`config.mk`:
```
export PLATFORM = sky130hd
export DESIGN_NAME = sgdm_delay
export DESIGN_NICKNAME = d
export VERILOG_FILES = /design/src/sgdm_delay.sv
export SDC_FILE = /design/constraint.sdc
export NUM_CORES = 1
export LEC_CHECK = 0
export ABC_AREA = 0
export BUFFER_PORTS_ARGS = -buffer_cell sky130_fd_sc_hd__clkbuf_2
export CORE_UTILIZATION = 45
export DETAILED_ROUTE_END_ITERATION = 10
export PLACE_DENSITY = 0.74
export REMOVE_ABC_BUFFERS = 1
export SYNTH_ARGS = -nofsm -noshare
export SYNTH_HDL_FRONTEND = slang
export SYNTH_SLANG_ARGS = --single-unit
```
`constraint.sdc`:
```
create_clock -name clk -period 0.8 [get_ports clk]
set_input_delay 0.12 -clock clk [delete_from_list [all_inputs] [get_ports clk]]
set_output_delay 0.12 -clock clk [all_outputs]
set_load 0.02 [all_outputs]
```
`src/sgdm_delay.sv`:
```
module sgdm_delay #(
  parameter int W     = 32,
  parameter int DEPTH = 4
) (
  input  logic         clk,
  input  logic         en,
  input  logic [W-1:0] d,
  output logic [W-1:0] q
);

  logic [W-1:0] taps [DEPTH];

  // Shift line that moves with the pipeline enable.
  always_ff @(posedge clk) begin
    if (en) begin
      taps[0] <= d;
      for (int i = 1; i < DEPTH; i++) begin
        taps[i] <= taps[i-1];
      end
    end
  end

  assign q = taps[DEPTH-1];

endmodule

```
==> flow_summary_export.csv <==
group,metric,value,unit
timing,clock_skew,0.00529,ns
detailed_routing,dr_total_vias,1637,
finish,diodes,0,
detailed_routing,drtPass1Iterations,4,
yosys,yosys.area.top_type_share,100,%
timing,slew_headroom,81.3,%
yosys,synthCells,128,
global_routing,grt_pass1_vias,1566,
yosys,yosys.area_share.adder,0,%
worst_setup_path,worst-path-buf-inv,1,
yosys,netlist_top_cells_count,"128 x edfxtp_1",
finish,multi_input_cells,0,
detailed_routing,route.detailed.drc,0,
timing,holdWs,0.113,ns
worst_setup_path,cp-start-kind,"flop",
yosys,synthSimpleGateAreaFrac,0,%
finish,largest_register,"taps",
detailed_routing,drt-total-wl,5040,µm
finish,largest_reg_flops,128,
yosys,synth_top_area_cell,"edfxtp_1",
finish,area_growth,41.2,%
yosys,synth_compound_area_share,0,%
power,p_leak,2.01,nW
finish,drive_above_1_share,37.7,%
job,maxCapViolCount,0,
floorplanning,die_w,94.4,µm
placement,gp_congestion,0.816,
global_routing,antenna_found_initial,0,
worst_setup_path,worstSetupPathType,"reg2out",
floorplanning,num_io_pins,66,
worst_setup_path,critPathMaxFanout,1,
timing,worstMarginPinSlew,0.280,ns
floorplanning,rows,33,
timing,post-route-period-util,148,%
worst_setup_path,cp.required,0.68,ns
timing,fmax,843,MHz
placement,pre_cts_ws,-0.0993,ns
power,p_total,0.0166,W
yosys,syn-cell-area,0.00384,mm²
status,outcome,"finished with violations",
detailed_routing,viasPerCell,4.48,
hold_path,hp-class,"in2reg",
floorplanning,start_util,46.5,%
yosys,synth.area.mux_share,0,%
clock_network,cts_buffer_depth,2,
yosys,synthArstFlopShare,0,%
yosys,ys_ff_latch,128,
yosys,synth_xor_area_share,0,%
yosys,synth_cell_types,1,
floorplanning,die_area,0.00892,mm²
floorplanning,coreArea,0.00826,mm²
global_routing,grt_util_all_layers,12.3,%
clock_network,cts_setup_buffers,0,
floorplanning,fp.dieH,94.4,µm
yosys,synth_edf_count,128,
yosys,syn_area_per_cell,30.0,µm²
clock_network,numCtsBuffers,17,
global_routing,grt_max_degree,56,
yosys,synth_ff_type,"edfxtp_1",
timing,slew_violations,0,
detailed_routing,routedWlPerCell,13.8,µm
timing,setup_ws,-0.386,ns
clock_network,cts-root-buf,"clkbuf_8",
yosys,synth.area.top_cells,"edfxtp_1 100%",
clock_network,path_clk_slew,0.06,ns
global_routing,grt_first_pass_wirelength,7250,µm
yosys,ys_seq_area_share,100,%
clock_network,worstSkewPairLatency,0.50,ns
detailed_routing,postRouteAntennaNets,0,
yosys,yosysMostFrequentCell,"edfxtp_1",
timing,rsz0062_at_grt,"true",
power,vdd_drop_max,1.70,mV
timing,hold_viol,0,
timing,setup-violations-final,32,
global_routing,overflow,0,
clock_network,cts_sinks,128,
status,violations,"negative setup slack",
finish,fin_area,0.00543,mm²
placement,io_buffers,65,
worst_setup_path,path_cells,"buf_6",
worst_setup_path,arrival,1.07,ns
yosys,yosys_warnings,0,
finish,reg_top3,"taps: 128 flops",
worst_setup_path,worst_path_max_delay_cell,"edfxtp_1",
worst_setup_path,crit_path_max_incr_delay,0.41,ns
clock_network,cts_htree_levels,4,
clock_network,cts_tree,"yes",
detailed_routing,drt-initial-drc-count,87,
timing,min_period,1.19,ns
finish,fin_nets,281,
worst_setup_path,path_delay_family,"flip-flops",
worst_setup_path,crit_path_end_kind,"output pin",
placement,postPlaceCellArea,0.00436,mm²
finish,multiInputGateArea,0,µm²
power,power_density,3070,mW/mm²
## layer usage
metal | up-vias | GRT usage (%) | routed length [µm]
li1 | 767 | - | -
met1 | 797 | 10.8 | 1750
met2 | 58 | 20.8 | 2890
met3 | 15 | 6.60 | 270
met4 | 0 | 9.23 | 127
met5 | - | 0 | 0
## path summary, 6_finish.rpt
path | endpoint | from | slack [ns] | cells past startpoint
min | taps[3][18] | en | 0.11 | 2
max reg2reg | taps[2][19] | taps[1][19] | 0.15 | 0
min reg2reg | taps[3][10] | taps[2][10] | 0.41 | 0
max | q[21] | taps[3][21] | -0.39 | 1
## what timing repair did
item,CTS,global route
resized for setup,0,67
endpoints found under the hold margin,32,0
setup endpoints to repair,32,32
hold buffers,32,0
## layout by cell type, fill, tap and decap left out, drive strengths merged
cell	count
clkinvlp	4
edfxtp	128
buf	35
clkinv	3
inv	1
bufinv	5
clkbuf	52
dlygate4sd3	32
## metrics by stage
stage | instances | TNS [ns] | utilization (%)
after floorplan | 128 | 0 | -
after global placement | 301 | -4.71 | 52.8
after detailed placement | 301 | -6.91 | 52.8
after CTS | 365 | -12.27 | 64.4
after global routing | 365 | -12.70 | 65.7
final | 365 | -11.19 | 65.7
## cell type report
cell class              count  area (µm²)
clock buffers              19         422
clock inverters            13         211
fillers                   558        2830
flip-flops and latches    128        3840
well taps                 105         131
repair buffers            100         821
## power by group
group	switching, W	total, W	internal, W	leakage (nW)
registers	0.000122	0.00803	0.00791	1.25
clock network	0.00261	0.00799	0.00538	0.295
logic	0.000320	0.000626	0.000306	0.464
## kinds of logic after synthesis
logic type / after synthesis
DFF: 128
No activity file was read; power rests on OpenSTA's default activity.
