==> config.mk <==
export PLATFORM = sky130hd
export DESIGN_NAME = sgdm_fmul
export DESIGN_NICKNAME = d
export VERILOG_FILES = /design/src/sgdm_pkg.sv /design/src/sgdm_fmul.sv
export SDC_FILE = /design/constraint.sdc
export NUM_CORES = 2
export LEC_CHECK = 0
export BUFFER_PORTS_ARGS = -buffer_cell sky130_fd_sc_hd__buf_2
export CORE_MARGIN = 4
export CORE_UTILIZATION = 47
export DETAILED_ROUTE_END_ITERATION = 7
export GPL_ROUTABILITY_DRIVEN = 0
export GPL_TIMING_DRIVEN = 0
export PLACE_DENSITY = 0.63
export SETUP_SLACK_MARGIN = 0.05
export SLEW_MARGIN = 30
export SYNTH_ARGS = -nofsm -noshare
export SYNTH_HDL_FRONTEND = slang
export SYNTH_SLANG_ARGS = --single-unit
==> constraint.sdc <==
create_clock -name clk -period 9.1 [get_ports clk]
set_input_delay 1.365 -clock clk [delete_from_list [all_inputs] [get_ports clk]]
set_output_delay 1.365 -clock clk [all_outputs]
set_load 0.005 [all_outputs]
==> src/sgdm_pkg.sv <==
package sgdm_pkg;

  // Register indexes of the configuration port.
  localparam int CFG_IDX_W = 2;
  typedef enum logic [CFG_IDX_W-1:0] {
    REG_DECAY           = 2'd0,
    REG_MOMENTUM_FACTOR = 2'd1,
    REG_LEARN_RATE      = 2'd2
  } cfg_reg_t;

  localparam logic [31:0] QNAN    = 32'h7FC0_0000;
  localparam logic [7:0]  EXP_ALL = 8'hFF;

  // Leading-zero count of a 48-bit product.
  function automatic logic [5:0] lzc48(input logic [47:0] x);
    logic [5:0] n;
    n = 6'd48;
    for (int i = 0; i < 48; i++) begin
      if (x[i]) n = 6'(47 - i);
    end
    return n;
  endfunction

  // Leading-zero count of a 27-bit extended mantissa.
  function automatic logic [4:0] lzc27(input logic [26:0] x);
    logic [4:0] n;
    n = 5'd27;
    for (int i = 0; i < 27; i++) begin
      if (x[i]) n = 5'(26 - i);
    end
    return n;
  endfunction

endpackage

==> src/sgdm_fmul.sv <==
module sgdm_fmul (
  input  logic        clk,
  input  logic        rst,
  input  logic        en,
  input  logic        vin,
  input  logic [31:0] a,
  input  logic [31:0] b,
  output logic        vout,
  output logic [31:0] y
);
  import sgdm_pkg::*;

  logic        nan_a, nan_b, inf_a, inf_b, zero_a, zero_b;
  logic [8:0]  ea_eff, eb_eff;
  logic [23:0] ma, mb;

  logic        s1_valid, s1_sign, s1_nan, s1_inf;
  logic [47:0] s1_prod;
  logic [8:0]  s1_esum;

  logic               s2_valid, s2_sign, s2_nan, s2_inf, s2_zero;
  logic [47:0]        s2_prod;
  logic [5:0]         s2_lz;
  logic signed [10:0] s2_exp;

  logic               s3_valid, s3_sign, s3_nan, s3_inf, s3_zero;
  logic [47:0]        s3_pn;
  logic signed [10:0] s3_exp;
  logic [5:0]         s3_rsh;
  logic signed [10:0] rsh_full;

  logic [47:0] kept;
  logic        lost, grd, stk, inc, ovf;
  logic [7:0]  exp_f;
  logic [30:0] rounded;
  logic [31:0] res;

  // Operand classification and subnormal handling.
  always_comb begin
    nan_a  = (a[30:23] == EXP_ALL) && (a[22:0] != '0);
    nan_b  = (b[30:23] == EXP_ALL) && (b[22:0] != '0);
    inf_a  = (a[30:23] == EXP_ALL) && (a[22:0] == '0);
    inf_b  = (b[30:23] == EXP_ALL) && (b[22:0] == '0);
    zero_a = (a[30:0] == '0);
    zero_b = (b[30:0] == '0);
    ea_eff = (a[30:23] == '0) ? 9'd1 : {1'b0, a[30:23]};
    eb_eff = (b[30:23] == '0) ? 9'd1 : {1'b0, b[30:23]};
    ma     = {a[30:23] != '0, a[22:0]};
    mb     = {b[30:23] != '0, b[22:0]};
  end

  // Stage 1: mantissa product.
  always_ff @(posedge clk) begin
    if (en) begin
      s1_sign <= a[31] ^ b[31];
      s1_nan  <= nan_a | nan_b | (inf_a & zero_b) | (inf_b & zero_a);
      s1_inf  <= inf_a | inf_b;
      s1_prod <= ma * mb;
      s1_esum <= ea_eff + eb_eff;
    end
  end

  // Stage 2: leading-zero count and biased exponent.
  always_ff @(posedge clk) begin
    if (en) begin
      s2_sign <= s1_sign;
      s2_nan  <= s1_nan;
      s2_inf  <= s1_inf;
      s2_zero <= (s1_prod == '0);
      s2_prod <= s1_prod;
      s2_lz   <= lzc48(s1_prod);
      s2_exp  <= $signed(11'(s1_esum)) - 11'sd126 - $signed(11'(lzc48(s1_prod)));
    end
  end

  assign rsh_full = 11'sd1 - s2_exp;

  // Stage 3: normalize, work out the denormalizing shift.
  always_ff @(posedge clk) begin
    if (en) begin
      s3_sign <= s2_sign;
      s3_nan  <= s2_nan;
      s3_inf  <= s2_inf;
      s3_zero <= s2_zero;
      s3_pn   <= s2_prod << s2_lz;
      s3_exp  <= s2_exp;
      if (s2_exp > 11'sd0) begin
        s3_rsh <= '0;
      end else if (rsh_full > 11'sd49) begin
        s3_rsh <= 6'd49;
      end else begin
        s3_rsh <= rsh_full[5:0];
      end
    end
  end

  // Stage 4: round to nearest even and pack.
  always_comb begin
    kept    = s3_pn >> s3_rsh;
    lost    = |(s3_pn & ~({48{1'b1}} << s3_rsh));
    exp_f   = (s3_exp > 11'sd0) ? s3_exp[7:0] : 8'd0;
    ovf     = (s3_exp >= 11'sd255);
    grd     = kept[23];
    stk     = (|kept[22:0]) | lost;
    inc     = grd & (stk | kept[24]);
    rounded = {exp_f, kept[46:24]} + 31'(inc);
    if (s3_nan) begin
      res = QNAN;
    end else if (s3_inf || ovf) begin
      res = {s3_sign, EXP_ALL, 23'd0};
    end else if (s3_zero) begin
      res = {s3_sign, 31'd0};
    end else begin
      res = {s3_sign, rounded};
    end
  end

  always_ff @(posedge clk) begin
    if (en) y <= res;
  end

  // Valid bits travel with the stages.
  always_ff @(posedge clk) begin
    if (rst) begin
      s1_valid <= 1'b0;
      s2_valid <= 1'b0;
      s3_valid <= 1'b0;
      vout     <= 1'b0;
    end else if (en) begin
      s1_valid <= vin;
      s2_valid <= s1_valid;
      s3_valid <= s2_valid;
      vout     <= s3_valid;
    end
  end

endmodule

==> qor.csv <==
metric,value,unit
fp-row-count,96,
finalWorstSetupSlack,0.224,ns
first_iter_violations,2181,
avgRoutedWirePerCell,21.6,microns
met3_usage,3.73,%
via_per_inst,5.65,
top_usage_layer,met2,
crit_start,b[6],
place_hpwl,78.7,mm
crit_path_end_kind,flip-flop,
vias,25367,
setup_viol,0,
finalCriticalPeriod,8.88,ns
ios,101,
grt_util_met2,45.4,%
clock_path_buffers,3,
syn_area_per_cell,9.64,sq um
rsz0062_at_grt,no,
numCtsBuffers,24,
grt_pass1_wl,149,mm
drc,0,
finalHoldViolations,0,
cts.hold.buffers_added,0,
design_area,35400,sq um
maxCapViolCount,0,
dpl-instance-area,34600,sq um
max_freq,0.113,GHz
antenna_found_initial,1,
synthesis.area,32900,sq um
track_usage,26.0,%
ys_types,82,
drive_gt1_share,7.12,%
whs,0.418,ns
hold_class,reg -> reg,
crit_buf_inv,8,
startpoint_type,input pin,
grt_overflow,0,
synthArstFlopShare,0,%
met1_usage,31.4,%
root_buffer,clkbuf_16,
hold_end,s3_sign,
tightest_slew,0.937,ns
arrival,9.15,ns
r2r_slack,4.74,ns
clkTransAtPathRegs,0.06,ns
layout_commonest_cell,inv_1,
dieArea,74300,sq um
layout_common_cells,"527 x inv_1, 511 x nand2_1, 484 x fa_1",
cts_tree,done,
cp_slowest_stage_delay,0.61,ns
critPathTopFamily,adder cells,
syn_nets,4158,
die_height,273,microns
worstPathRequired,9.38,ns
final_net_count,4282,
yosysWarnings,0,
min_from,s2_sign,
die_w,273,microns
core,69100,sq um
ys_seq_area_share,21.2,%
firstDrtPassIters,6,
pre_cts_slack,-0.686,ns
port_buffers,96,
fin_skew,0.0103,ns
clock_sinks,234,
r2r-end,s2_exp[8],
critical_path_class,in -> reg,
drt-total-wl,96.9,mm
hold_depth,0,
synthFlopType,edfxtp_1,
synth_cells,3414,
grt_pass1_vias,25846,
fillers,6424,
grt_max_degree,97,
start_util,47.7,%
r2r_start,s1_prod[1],
synth_edf_count,230,
yosys_register_bits,234,
status,completed,
timing.final.crit_share,97.5,%
slew_violations,0,
area_delta_synth_final,7.59,%
cts.htree.levels,1,
cp_common_cell,fa_1,
reg2reg_depth,20,
ant_nets,0,
slew_headroom,37.5,%
critPathMaxFanout,10,
clk-insertion-delay-late,0.54,ns
slowest_stage,fa_1,
==> metrics by stage <==
step	std cells	setup TNS, ns	util, %
after floorplan	3414	0	-
after global placement	4441	-6.33	50.1
after detailed placement	4443	-7.90	50.2
after CTS	4485	0	51.3
after global routing	4486	0	51.3
final	4486	0	51.3
==> layout make-up <==
type / instances / area, sq um / share of cell area, %
clock inverters: 15 / 148 / 0.417
clock buffers: 27 / 612 / 1.73
well taps: 931 / 1160 / 3.29
plain buffers: 186 / 776 / 2.19
repair buffers: 98 / 546 / 1.54
inverters: 530 / 1990 / 5.62
multi-input cells: 2464 / 23200 / 65.5
diodes: 1 / 2.50 / 0.00706
flip-flops and latches: 234 / 6990 / 19.7
==> flip-flops by register name, summed over array words and instances (netlist names), 6 cells and up <==
name and count:
s3_pn 48, s1_prod 48, s3_rsh 6, s1_esum 9
s3_exp 11, s2_lz 6, y 32, s2_exp 11
s2_prod 48
==> cell families after synthesis <==
kind of cell	Yosys count	share of synthesized area [%]
buffers and inverters	716	8.36
adder cells (fa/ha/maj)	677	36.8
flip-flops	234	21.2
XOR/XNOR	85	2.26
multiplexers	147	6.83
AO/OA/AOI/OAI	445	8.67
AND/OR/NAND/NOR	1110	15.9
==> per-layer routing <==
| layer | part of all wire, % | vias to the layer above |
|---|---|---|
| met2 | 49 | 1174 |
| met4 | 6.3 | 0 |
| met5 | 0 | - |
| met3 | 7.3 | 330 |
| met1 | 37 | 12466 |
| li1 | - | 11397 |
==> what timing repair did <==
action / 4_1_cts / 5_1_grt
setup buffers: 0 / 0
endpoints found under the setup margin: 5 / 3
gates resized for setup: 2 / 19
hold endpoints to repair: 0 / 0
==> Yosys cell counts (all sizes together) (6+ instances only) <==
cell      n  area (sq um)
o22ai    28           175
o32ai     6          60.1
edfxtp  230          6910
o21ai    97           485
a21o     35           263
nor4     31           206
o31ai    15           113
fa      484          9690
nand3    25           138
nor2b    16           100
a21oi   123           616
mux2i    64           644
o21a     16           120
o21bai   10          75.1
xor2     29           254
nand2b   20           125
nand4    17           106
buf      19           138
ha      192          2400
or3       6          37.5
mux4     56          1300
clkbuf  167           627
a211oi   34           255
or2      10          62.6
inv     529          1990
and3     21           131
a31oi    17           106
xnor2    56           490
mux2     27           304
nor3     34           185
o211ai    6          45.0
nand2   512          1920
nor2    173           649
and2    230          1440
==> how the worst max path moves through the flow <==
stage | to | slack (ns) | depth (start not counted)
floorplan | s1_prod[40] | 1.16 | 23
global placement | s1_prod[46] | -0.59 | 25
detailed placement | s1_prod[45] | -0.69 | 25
CTS | s1_prod[46] | 0.19 | 25
global route | s1_prod[45] | 0.05 | 25
finish | s1_prod[45] | 0.22 | 25
Power is left out: the tool's default activity adds up to more than one toggle a clock period on the data nets, which glitch-free logic cannot reach.
