$ cat src/sgdm_pkg.sv
package sgdm_pkg;

  // Register indexes of the configuration port.
  localparam int CFG_IDX_W = 2;
  typedef enum logic [CFG_IDX_W-1:0] {
    REG_DECAY           = 2'd0,
    REG_MOMENTUM_FACTOR = 2'd1,
    REG_LEARN_RATE      = 2'd2
  } cfg_reg_t;

  localparam logic [31:0] QNAN    = 32'h7FC0_0000;
  localparam logic [7:0]  EXP_ALL = 8'hFF;

  // Leading-zero count of a 48-bit product.
  function automatic logic [5:0] lzc48(input logic [47:0] x);
    logic [5:0] n;
    n = 6'd48;
    for (int i = 0; i < 48; i++) begin
      if (x[i]) n = 6'(47 - i);
    end
    return n;
  endfunction

  // Leading-zero count of a 27-bit extended mantissa.
  function automatic logic [4:0] lzc27(input logic [26:0] x);
    logic [4:0] n;
    n = 5'd27;
    for (int i = 0; i < 27; i++) begin
      if (x[i]) n = 5'(26 - i);
    end
    return n;
  endfunction

endpackage

$ cat src/sgdm_fadd.sv
module sgdm_fadd (
  input  logic        clk,
  input  logic        rst,
  input  logic        en,
  input  logic        vin,
  input  logic [31:0] a,
  input  logic [31:0] b,
  output logic        vout,
  output logic [31:0] y
);
  import sgdm_pkg::*;

  logic        nan_a, nan_b, inf_a, inf_b, swap;
  logic [31:0] big, sml;
  logic [7:0]  eb_eff, es_eff, ediff;

  logic        s1_valid, s1_sign, s1_zsign, s1_sub, s1_nan, s1_inf, s1_isign;
  logic [23:0] s1_mb, s1_ms;
  logic [7:0]  s1_exp;
  logic [4:0]  s1_d;

  logic [26:0] bx, bsh;
  logic        bstk;

  logic        s2_valid, s2_sign, s2_zsign, s2_nan, s2_inf, s2_isign;
  logic [27:0] s2_sum;
  logic [7:0]  s2_exp;

  logic [4:0]  lz;
  logic [7:0]  lim;

  logic        s3_valid, s3_sign, s3_zsign, s3_nan, s3_inf, s3_isign, s3_zero;
  logic [26:0] s3_s;
  logic [4:0]  s3_sh;
  logic [8:0]  s3_exp;

  logic [26:0] sn;
  logic [7:0]  exp_f;
  logic        inc, ovf;
  logic [30:0] rounded;
  logic [31:0] res;

  // Classify and order operands by magnitude.
  always_comb begin
    nan_a  = (a[30:23] == EXP_ALL) && (a[22:0] != '0);
    nan_b  = (b[30:23] == EXP_ALL) && (b[22:0] != '0);
    inf_a  = (a[30:23] == EXP_ALL) && (a[22:0] == '0);
    inf_b  = (b[30:23] == EXP_ALL) && (b[22:0] == '0);
    swap   = (b[30:0] > a[30:0]);
    big    = swap ? b : a;
    sml    = swap ? a : b;
    eb_eff = (big[30:23] == '0) ? 8'd1 : big[30:23];
    es_eff = (sml[30:23] == '0) ? 8'd1 : sml[30:23];
    ediff  = eb_eff - es_eff;
  end

  // Stage 1: operand swap and exponent difference.
  always_ff @(posedge clk) begin
    if (en) begin
      s1_sign  <= big[31];
      s1_zsign <= a[31] & b[31];
      s1_sub   <= a[31] ^ b[31];
      s1_nan   <= nan_a | nan_b | (inf_a & inf_b & (a[31] != b[31]));
      s1_inf   <= inf_a | inf_b;
      s1_isign <= inf_a ? a[31] : b[31];
      s1_mb    <= {big[30:23] != '0, big[22:0]};
      s1_ms    <= {sml[30:23] != '0, sml[22:0]};
      s1_exp   <= eb_eff;
      s1_d     <= (ediff > 8'd27) ? 5'd28 : ediff[4:0];
    end
  end

  // Stage 2: align the smaller operand with sticky, then add or subtract.
  always_comb begin
    bx   = {s1_ms, 3'b000};
    bsh  = bx >> s1_d;
    bstk = |(bx & ~({27{1'b1}} << s1_d));
  end

  always_ff @(posedge clk) begin
    if (en) begin
      s2_sign  <= s1_sign;
      s2_zsign <= s1_zsign;
      s2_nan   <= s1_nan;
      s2_inf   <= s1_inf;
      s2_isign <= s1_isign;
      s2_exp   <= s1_exp;
      if (s1_sub) begin
        s2_sum <= {1'b0, s1_mb, 3'b000} - {1'b0, bsh[26:1], bsh[0] | bstk};
      end else begin
        s2_sum <= {1'b0, s1_mb, 3'b000} + {1'b0, bsh[26:1], bsh[0] | bstk};
      end
    end
  end

  // Stage 3: leading-zero count, shift limited by the subnormal floor.
  always_comb begin
    lz  = lzc27(s2_sum[26:0]);
    lim = s2_exp - 8'd1;
  end

  always_ff @(posedge clk) begin
    if (en) begin
      s3_sign  <= s2_sign;
      s3_zsign <= s2_zsign;
      s3_nan   <= s2_nan;
      s3_inf   <= s2_inf;
      s3_isign <= s2_isign;
      s3_zero  <= (s2_sum == '0);
      if (s2_sum[27]) begin
        s3_s   <= {s2_sum[27:2], s2_sum[1] | s2_sum[0]};
        s3_sh  <= '0;
        s3_exp <= 9'(s2_exp) + 9'd1;
      end else if ({3'b000, lz} > lim) begin
        s3_s   <= s2_sum[26:0];
        s3_sh  <= lim[4:0];
        s3_exp <= 9'd1;
      end else begin
        s3_s   <= s2_sum[26:0];
        s3_sh  <= lz;
        s3_exp <= 9'(s2_exp) - 9'(lz);
      end
    end
  end

  // Stage 4: normalize, round to nearest even and pack.
  always_comb begin
    sn      = s3_s << s3_sh;
    exp_f   = sn[26] ? s3_exp[7:0] : 8'd0;
    ovf     = (s3_exp >= 9'd255);
    inc     = sn[2] & ((|sn[1:0]) | sn[3]);
    rounded = {exp_f, sn[25:3]} + 31'(inc);
    if (s3_nan) begin
      res = QNAN;
    end else if (s3_inf) begin
      res = {s3_isign, EXP_ALL, 23'd0};
    end else if (s3_zero) begin
      res = {s3_zsign, 31'd0};
    end else if (ovf) begin
      res = {s3_sign, EXP_ALL, 23'd0};
    end else begin
      res = {s3_sign, rounded};
    end
  end

  always_ff @(posedge clk) begin
    if (en) y <= res;
  end

  // Valid bits travel with the stages.
  always_ff @(posedge clk) begin
    if (rst) begin
      s1_valid <= 1'b0;
      s2_valid <= 1'b0;
      s3_valid <= 1'b0;
      vout     <= 1'b0;
    end else if (en) begin
      s1_valid <= vin;
      s2_valid <= s1_valid;
      s3_valid <= s2_valid;
      vout     <= s3_valid;
    end
  end

endmodule

$ cat config.mk
export PLATFORM = sky130hd
export DESIGN_NAME = sgdm_fadd
export DESIGN_NICKNAME = d
export VERILOG_FILES = /design/src/sgdm_pkg.sv /design/src/sgdm_fadd.sv
export SDC_FILE = /design/constraint.sdc
export NUM_CORES = 1
export LEC_CHECK = 0
export BUFFER_PORTS_ARGS = -buffer_cell sky130_fd_sc_hd__buf_2
export CAP_MARGIN = 20
export CORE_ASPECT_RATIO = 0.5
export CORE_MARGIN = 4
export CORE_UTILIZATION = 35
export DETAILED_ROUTE_END_ITERATION = 16
export SLEW_MARGIN = 15
export SYNTH_ARGS = -nofsm -noshare
export SYNTH_HDL_FRONTEND = slang
export SYNTH_SLANG_ARGS = --single-unit
$ cat constraint.sdc
create_clock -name clk -period 7.45 [get_ports clk]
set_clock_uncertainty 0.05 [all_clocks]
set_input_delay 1.49 -clock clk [delete_from_list [all_inputs] [get_ports clk]]
set_output_delay 1.49 -clock clk [all_outputs]
set_load 0.02 [all_outputs]
==> reports/results.ini <==
[placement]
dp_cells = 2206
port_buffers = 100
place.gp.congestion = 0.8780
dp_hpwl_um = 29740
placed_area_um2 = 16760

[power_and_ir_drop]
ir_worst_vdd_uv = 156.2
p_leak_nw = 6.899
powerDensity_nw_per_um2 = 245.4

[setup_path]
start_kind = input pin
worstPathRequired_ns = 7.58
cp_data_arrival_time_ns = 6.25
cp-end-kind = flop
critPathMostFrequentCell = a21o_1
cp_max_fo = 13
cpMaxStageDelayCell = nor4_1
max_stage_delay_ns = 0.49
critPathBufInv = 3
crit_family = compound AO/OA/AOI/OAI gates
critPathKind = input pin to flop

[clock_tree]
cts_buffer_depth = 2
root_buffer = clkbuf_16
cts_tree = done
cts_buffers = 17
cts_setup_buffers = 0
clk_pin_slew_worst_paths_ns = 0.07
cts.sink_count = 191
insertion_delay_ns = 0.46
ctsHoldBuffers = 0
ctsResizeCount = 0
htreeDepth = 4

[sta]
finalSetupViolations = 0
maxSlewViolCount = 0
worstMarginPinSlew_ns = 1.109
hold_violations = 0
rsz0062_at_grt = false
max_slew_margin_pct = 26.04
timing.fmax_ghz = 0.1634
tns_ns = 0
hold_slack_ns = 0.3701
fin_crit_sh_pct = 82.13
fin_crit_ns = 6.119

[logic_synthesis]
synth.area.top_cells = edfxtp_1 (36%), ha_1 (8.1%), mux2_2 (6.8%), mux4_2 (5.7%), a21oi_1 (3.4%)
syn_nets = 1750
ys_warn_count = 0
synth.ff_latch_count = 191
synth_async_sr_flop_share_pct = 0
synth_edf_count = 187
syn_area_um2 = 15770
ys_types = 92
yosys.area.top_type = edfxtp_1
syn_inst = 1577
ys.flop_type = edfxtp_1
synth_common_cells = edfxtp_1 (187), nor2_1 (141), nand2_1 (115)
synth_top_area_share_pct = 35.60
synth_most_common_cell = edfxtp_1
syn_avg_cell_area_um2 = 10.00
synth_seq_area_share_pct = 36.11

[global_route]
grt_pass1_wl_um = 61890
grt_pass1_vias = 11220
grt_max_degree = 77
grtUsageTotal_pct = 15.99
antenna_found_initial = 0
gr-total-overflow = 0

[floorplanning]
die_y_um = 158.1
num_rows = 54
io_pins = 101
start_util_pct = 35.80
core-area_um2 = 44050
die_area_um2 = 48730
die_w_um = 308.2

[detailed_routing]
dr.pass1.iters = 5
avgViaCountPerCell = 5.335
ant_nets = 0
drc = 0
vias = 11930
drt_iter0_drc = 852
wire_per_inst_um = 17.35
routed_wl_um = 38810

[run_status]
status = finished clean

[hold_path]
hold_class = flop to flop

[cells_and_area]
finalNonFillerCells = 2237
diodes = 0
fin_util_pct = 39.33
syn_to_final_growth_pct = 9.861
drive_above_1_share_pct = 19.41
final_area_um2 = 17330
final_nets = 1810

[flow_run]
max_cap_violations = 0

==> stage by stage <==
stage | power (mW) | setup slack (ns)
2_1_floorplan | 2.898 | 1.309
3_3_place_gp | 3.331 | 0.9429
3_5_place_dp | 3.339 | 0.8694
4_1_cts | 4.267 | 1.344
5_1_grt | 4.544 | 0.9647
6_report | 4.253 | 1.331
==> layout by cell type, fill, tap and decap left out, types with 12 or more instances in the layout <==
cell type,synthesis,routed
mux2i_1,48,48
o21bai_1,18,18
buf_4,4,17
nand4_1,16,16
edfxtp_1,187,187
nor4_1,21,21
a21o_1,35,35
nor2_1,141,141
ha_1,102,102
xnor2_1,44,44
xor2_1,31,31
nor2b_1,12,12
nand3_1,25,25
clkbuf_16,0,17
nand2b_1,24,24
mux2_2,95,95
nor3_1,43,43
nand2_1,115,115
a21oi_1,108,108
o21ai_0,65,64
and3_1,12,12
or2_2,13,13
and2_1,14,14
mux4_2,40,40
inv_1,110,110
buf_2,14,99
==> per-layer routing <==
metal  track usage (%)  wire (um)  up-vias
met5                 0          0        -
met4             4.767        861        0
met3             3.235       2103       42
met2             24.42      16940      271
met1             22.96      18910     5648
li1                  -          -     5973
==> power by group <==
part	total (mW)	switching, mW	leakage (nW)	internal, mW
Sequential	1.57	0.164	1.87	1.41
Clock	0.917	0.423	0.280	0.494
Combinational	1.77	0.989	4.75	0.777
Total	4.25	1.58	6.90	2.68
==> flip-flops by register name (all words and copies together), names as in the netlist, 5 cells and up <==
| register | flops |
|---|---|
| s1_ms | 24 |
| y | 32 |
| s1_d | 5 |
| s2_sum | 28 |
| s1_mb | 24 |
| s2_exp | 8 |
| s3_s | 27 |
| s1_exp | 8 |
| s3_sh | 5 |
| s3_exp | 9 |
==> layout make-up <==
cell class                      count  area (um^2)
Inverter                          114        427.9
Sequential cell                   191         5695
Tap cell                          588        735.7
Multi-Input combinational cell   1196         9264
Clock buffer                       18        429.2
Fill cell                        4368        26730
Timing Repair Buffer              117        636.9
Clock inverter                     13        137.6
==> worst reg2reg max path: cells and delay by family (launching register included) <==
family	cells	cell delay, ns
compound gates	9	2.65
flops	1	1.09
mux	1	0.53
buf+inv	1	0.36
fa+ha+maj	1	0.34
simple gates	2	0.27
xor+xnor	1	0.15
==> worst paths after layout <==
kind                                       startpoint               endpoint  slack (ns)  depth (start not counted)
worst max register to register  s1_d[0]$_SDFFCE_PN0P_   s2_sum[14]$_DFFE_PP_        1.76                         15
worst min-delay path              s1_exp[6]$_DFFE_PP_    s2_exp[6]$_DFFE_PP_        0.37                          0
worst max-delay path                             a[8]  s1_d[3]$_SDFFCE_PN1P_        1.33                         25
worst min register to register    s1_exp[6]$_DFFE_PP_    s2_exp[6]$_DFFE_PP_        0.37                          0
==> logic make-up (layout without fill, tap and decap cells) <==
group,after synthesis,after routing,synth area share [%]
flops,191,191,36.11
fa+ha+maj,107,107,8.600
buf+inv,190,262,5.220
xor+xnor,75,75,4.165
compound gates,353,353,14.71
simple gates,471,471,14.82
mux,190,190,16.37
Power figures use the tool's default switching activity.
